==> config.mk <==
export PLATFORM = sky130hd
export DESIGN_NAME = tpa_isqrt
export DESIGN_NICKNAME = d
export VERILOG_FILES = /design/src/hw/rtl/tpa_isqrt.sv
export SDC_FILE = /design/constraint.sdc
export NUM_CORES = 1
export LEC_CHECK = 0
export BUFFER_PORTS_ARGS = -buffer_cell sky130_fd_sc_hd__buf_2
export CELL_PAD_IN_SITES_DETAIL_PLACEMENT = 0
export CELL_PAD_IN_SITES_GLOBAL_PLACEMENT = 2
export CORE_ASPECT_RATIO = 1.1
export CORE_UTILIZATION = 41
export DETAILED_ROUTE_END_ITERATION = 6
export PLACE_DENSITY = 0.89
export SLEW_MARGIN = 10
export SYNTH_ARGS = -nofsm -noshare
export SYNTH_HDL_FRONTEND = slang
export SYNTH_SLANG_ARGS = --single-unit
==> constraint.sdc <==
create_clock -name clk -period 3.5 [get_ports clk]
set_input_delay 0.525 -clock clk [delete_from_list [all_inputs] [get_ports clk]]
set_output_delay 0.525 -clock clk [all_outputs]
set_load 0.01 [all_outputs]
==> src/hw/rtl/tpa_isqrt.sv <==
// Pipelined integer square root, one root bit per stage, several lanes
// sharing one valid bit and one sideband tag. No package dependencies.
`default_nettype none

module tpa_isqrt #(
  parameter int RAD_W = 41,
  parameter int LANES = 1,
  parameter int TAG_W = 1
) (
  input  wire logic                       clk,
  input  wire logic                       rst,
  input  wire logic                       in_valid,
  input  wire logic [RAD_W-1:0]           in_rad [LANES],
  input  wire logic [TAG_W-1:0]           in_tag,
  output logic                            out_valid,
  output logic [(RAD_W+1)/2-1:0]          out_root [LANES],
  output logic [TAG_W-1:0]                out_tag
);

  localparam int ROOT_W = (RAD_W + 1) / 2;
  localparam int PAD_W  = 2 * ROOT_W;
  localparam int REM_W  = ROOT_W + 3;

  // Stage registers, stage k holds k root bits
  logic                 vld  [1:ROOT_W];
  logic [TAG_W-1:0]     tag  [1:ROOT_W];
  logic [PAD_W-1:0]     rad  [1:ROOT_W][LANES];
  logic [REM_W-1:0]     rem  [1:ROOT_W][LANES];
  logic [ROOT_W-1:0]    root [1:ROOT_W][LANES];

  for (genvar k = 0; k < ROOT_W; k++) begin : g_stage
    logic              src_vld;
    logic [TAG_W-1:0]  src_tag;
    logic [PAD_W-1:0]  src_rad  [LANES];
    logic [REM_W-1:0]  src_rem  [LANES];
    logic [ROOT_W-1:0] src_root [LANES];
    logic [REM_W-1:0]  rem_sh   [LANES];
    logic [REM_W-1:0]  trial    [LANES];
    logic              ge       [LANES];

    // Stage source: ports for the first stage, previous registers after
    if (k == 0) begin : g_first
      always_comb begin
        src_vld = in_valid;
        src_tag = in_tag;
        for (int l = 0; l < LANES; l++) begin
          src_rad[l]  = PAD_W'(in_rad[l]);
          src_rem[l]  = '0;
          src_root[l] = '0;
        end
      end
    end else begin : g_next
      always_comb begin
        src_vld = vld[k];
        src_tag = tag[k];
        for (int l = 0; l < LANES; l++) begin
          src_rad[l]  = rad[k][l];
          src_rem[l]  = rem[k][l];
          src_root[l] = root[k][l];
        end
      end
    end

    // One restoring step: bring down two radicand bits, try root*4+1
    always_comb begin
      for (int l = 0; l < LANES; l++) begin
        rem_sh[l] = {src_rem[l][REM_W-3:0], src_rad[l][PAD_W-1 -: 2]};
        trial[l]  = {1'b0, src_root[l], 2'b01};
        ge[l]     = (rem_sh[l] >= trial[l]);
      end
    end

    always_ff @(posedge clk) begin
      if (rst) begin
        vld[k+1] <= 1'b0;
      end else begin
        vld[k+1] <= src_vld;
      end
      tag[k+1] <= src_tag;
      for (int l = 0; l < LANES; l++) begin
        rad[k+1][l]  <= src_rad[l] << 2;
        rem[k+1][l]  <= ge[l] ? (rem_sh[l] - trial[l]) : rem_sh[l];
        root[k+1][l] <= {src_root[l][ROOT_W-2:0], ge[l]};
      end
    end
  end

  // Last stage drives the outputs
  always_comb begin
    out_valid = vld[ROOT_W];
    out_tag   = tag[ROOT_W];
    for (int l = 0; l < LANES; l++) begin
      out_root[l] = root[ROOT_W][l];
    end
  end

endmodule

`default_nettype wire

### After elaboration in Yosys (flattened, before gate mapping)

Memories as Yosys holds them, arrays and structs flattened.
Cells that the tools add are included.

| operators by class | value |
|---|---|
| add/sub/neg operators | 21 |
| multiply operators | 0 |
| div/mod/pow operators | 0 |
| $lt $le $gt $ge | 21 |
| equality and inequality tests | 0 |
| shift-type cells | 0 |
| mux-type cells | 45 |
| bitwise logic cells | 21 |
| reduce and logical (&&, ||, !) cells | 0 |

Operators by type and width:

| operator | number |
|---|---|
| $mux W24 | 21 |
| $ge A24 B23 Y1 | 20 |
| $sub A24 B23 Y24 | 20 |
| $mux W1 | 24 |
| $or A1 B1 Y1 | 21 |
| $sub A1 B1 Y2 const B | 1 |
| $ge A1 B1 Y1 const B | 1 |

| word-level totals | value |
|---|---|
| register bits | 0 |
| latch bits | 0 |
| RAM bits | 1827 |
| memory bits (read-only) | 0 |
| input port bits | 45 |
| output and inout port bits | 23 |
| logic and storage cells | 113 |
| memories kept | 5 |

Memory list:

| memory | depth | bits a word | read ports | clocked after Yosys merged registers in | wr ports | RTL line | text |
|---|---|---|---|---|---|---|---|
| rad | 21 | 40 | 20 | 0 | 21 | 27 | `logic [PAD_W-1:0] rad [1:ROOT_W][LANES];` |
| rem | 21 | 24 | 20 | 0 | 21 | 28 | `logic [REM_W-1:0] rem [1:ROOT_W][LANES];` |
| root | 21 | 21 | 21 | 0 | 21 | 29 | `logic [ROOT_W-1:0] root [1:ROOT_W][LANES];` |
| tag | 21 | 1 | 21 | 0 | 21 | 26 | `logic [TAG_W-1:0] tag [1:ROOT_W];` |
| vld | 21 | 1 | 21 | 0 | 21 | 25 | `logic vld [1:ROOT_W];` |

### Depth between registers and ports, before layout

| depth | value |
|---|---|
| depth after elaboration | 3 |
| gate-level depth with buffers | 12 |
| mapped depth without buffers | 10 |

### Worst setup path before layout

Ideal clock, no wire load.

| path | value |
|---|---|
| kind | register to register |
| start point | reg root[0][399] (netlist name) |
| end point | reg rem[0][496] (netlist name) |
| setup time | 121 ps |
| data arrival time | 2629 ps |
| required time | 3379 ps |
| path slack | 751 ps |
| cell stages (with the launch flop) | 11 |
| buffers on the path | 1 |
| clock period less this slack | 2749 ps |
| path through | dfxtp_1 -> inv_1 -> ha_1 -> nor2b_1 -> o31ai_1 -> a22o_1 -> o31a_1 -> o41ai_1 -> a31oi_1 -> clkbuf_1 -> mux2_2 |

==> results.yml <==
clocking:
  cts-root-to-sink-buffers: 3
  tritoncts_num_sinks: 1101
  cts_tree: "built"
  clkLatencyLatePin_ns: 0.69
  cts_resized: 0
  htree_num_levels: 3
  ctsRootBufferMaster: "sky130_fd_sc_hd__clkbuf_16"
  cts_made_buffers: 106
  clkSlewWorstSetupHoldPaths_ns: 0.07
  post_cts.repair.setup_buffers: 0
placement:
  placed_cells_incl_taps: 5127
  setup_slack_at_placement_ns: 0.337
  routability_cong: 0.831
  port_buffers: 67
  dpl.hpwl_um: 56600
  placement.cell_area_um2: 41500
global_route:
  grt_start_max_net_pins: 37
  top_usage_layer: "met2"
  grtUsageMet1: 0.194
  grt_use_met3: 0.0239
  met2_usage: 0.268
  first_global_vias: 25100
  grt_antenna_before_repair: 5
  grt_first_pass_wirelength_um: 124000
  grt_overflow: 0
  grt_usage: 0.154
logic_synthesis:
  synth_area_um2: 39500
  dominantRegCellSynth: "sky130_fd_sc_hd__dfxtp_1"
  synth_top_cell_area_share: 0.557
  yosys_warnings: 0
  synth_top_cells_by_area: "sky130_fd_sc_hd__dfxtp_1, sky130_fd_sc_hd__ha_1, sky130_fd_sc_hd__xnor2_1"
  synth_top_area_cell: "sky130_fd_sc_hd__dfxtp_1"
  post_synth_inst_count: 3832
  synth-edff-count: 0
  synth.distinct_cells: 76
  synthesis.nets: 4129
  postSynthRegisterBits: 1101
  postSynth.asyncResetShare: 0
  share_of_the_yosys_chip_area_belonging_to_registers: 0.557
  synth_area_per_cell_um2: 10.3
setup_path:
  worst-setup-path-type: "flip-flop to flip-flop"
  cp.arrival_ns: 3.72
  crit_path_end_kind: "flip-flop"
  crit_path_cell_trace: "inv_1 -> ha_1 -> nor2b_1 -> o311a_1 -> o21ai_0 -> o21ai_0 -> a221o_1 -> and4b_1 -> xor2_1"
  critical-path-slowest-cell: "sky130_fd_sc_hd__a221o_1"
  crit_family: "compound AO/OA/AOI/OAI gates"
  worst_path_most_repeated_cell: "sky130_fd_sc_hd__o21ai_0"
  critical_path_buf_inv_count: 1
  max_stage_delay_ns: 0.70
  cp.required_ns: 4.06
  startpoint_type: "flip-flop"
  critPathMaxFanout: 26
route:
  route.vias.total: 25700
  average_detailed_routed_wire_length_per_instance_um: 14.1
  totalWireLength_um: 75500
  drt_drc_violations_left: 2
  drtPass1Iterations: 7
  detail_route.vias_per_cell: 4.79
  antenna_left: 0
  drt_first_iter_violations: 1309
cells_and_area:
  mostFrequentLayoutCell: "sky130_fd_sc_hd__dfxtp_1"
  number_of_antenna_repair_diodes: 0
  final-instance-count-excl-fill: 5369
  postLayoutCellArea_um2: 45800
  post_route_cells_drive_above_1_share: 0.0890
  layout_fillers: 8874
  fin_nets: 4305
  area.growth.synth_to_final_pct: 15.8
  layout_common_cells: "sky130_fd_sc_hd__dfxtp_1, sky130_fd_sc_hd__inv_1, sky130_fd_sc_hd__ha_1"
  postLayoutCoreUtil: 0.479
timing:
  report.final.hold_viol_count: 0
  fin_crit_sh: 0.904
  report.final.slew_viol_count: 0
  worst_max_slew_pin_slew_ns: 1.10
  whs_ns: 0.211
  grt_setup_unrepaired: "no"
  skew_ns: 0.0529
  max_clock_freq_ghz: 0.316
  setup_total_negative_slack_ns: 0
  setup_ws_final_ns: 0.336
  setup_viol_count_final: 0
  final_period_minus_worst_setup_slack_ns: 3.16
  timing.max_slew.rel_slack: 0.267
run_status:
  status: "complete, but fails checks"
  failing_checks: "DRC"
run:
  drv.max_cap_violation_count: 0
worst_hold_path:
  timing.hold.worst.class: "primary input to flip-flop"
pwr:
  power.density_cell_area_nw_per_um2: 750
  power_mw: 34.4
  leak_pwr_nw: 20.9
  vdd.ir_drop.worst_mv: 0.458
floorplanning:
  placementRows: 119
  die_height_um: 328
  die_area_um2: 97700
  initial_utilization: 0.414
  die_width_um: 298
  design.portCount: 68
  floorplan.core_area_um2: 95600
==> power by group <==
| part | switching (mW) | internal, mW |
|---|---|---|
| registers | 1.41 | 14.6 |
| clock network | 4.96 | 7.27 |
| logic | 3.26 | 2.86 |
==> state kept, by name, indices dropped and copies added (netlist names) <==
name / flops
rem: 408
tag: 21
rad: 420
vld: 21
root: 231
==> metal layers <==
metal  up-vias  wire [µm]
li1      13500          -
met1     11800      34900
met2       348      36100
met3       128       2570
met4         0       1910
met5         -          0
==> kinds of logic after synthesis <==
group | after synthesis | synth area share
simple gates | 937 | 0.118
flops | 1101 | 0.557
other cells | 1 | 0.0000948
compound gates | 771 | 0.121
mux | 53 | 0.0151
buf+inv | 396 | 0.0377
fa+ha+maj | 252 | 0.0797
xor+xnor | 321 | 0.0711
==> cell usage after synthesis, drive strengths merged (63+ instances only) <==
| library cell | n |
|---|---|
| nand2 | 242 |
| inv | 328 |
| dfxtp | 1101 |
| nor2 | 220 |
| nand3 | 68 |
| xnor2 | 167 |
| a21oi | 224 |
| clkbuf | 63 |
| ha | 252 |
| xor2 | 154 |
| nor3 | 78 |
| o21ai | 219 |
==> cell type report <==
class | instances | area [µm²] | share of cell area
Tap cell | 1270 | 1590 | 0.0347
Sequential cell | 1101 | 22000 | 0.481
Timing Repair Buffer | 135 | 978 | 0.0214
Multi-Input combinational cell | 2335 | 16000 | 0.350
Clock inverter | 61 | 941 | 0.0205
Inverter | 329 | 1240 | 0.0270
Clock buffer | 138 | 2970 | 0.0649
==> timing repair <==
item	in CTS	in global routing
endpoints found under the hold margin	43	0
setup endpoints to repair	0	0
hold buffers	43	0
==> final timing paths <==
check,slack (ns),cells after the start,end,start
hold reg to reg,0.30,0,rad[0][679],rad[0][637]
setup reg to reg,0.34,9,rem[0][403],root[0][315]
setup / recovery,0.34,9,rem[0][403],root[0][315]
hold / removal,0.21,2,vld[0][1],rst
(Power assumes the default switching activity.)
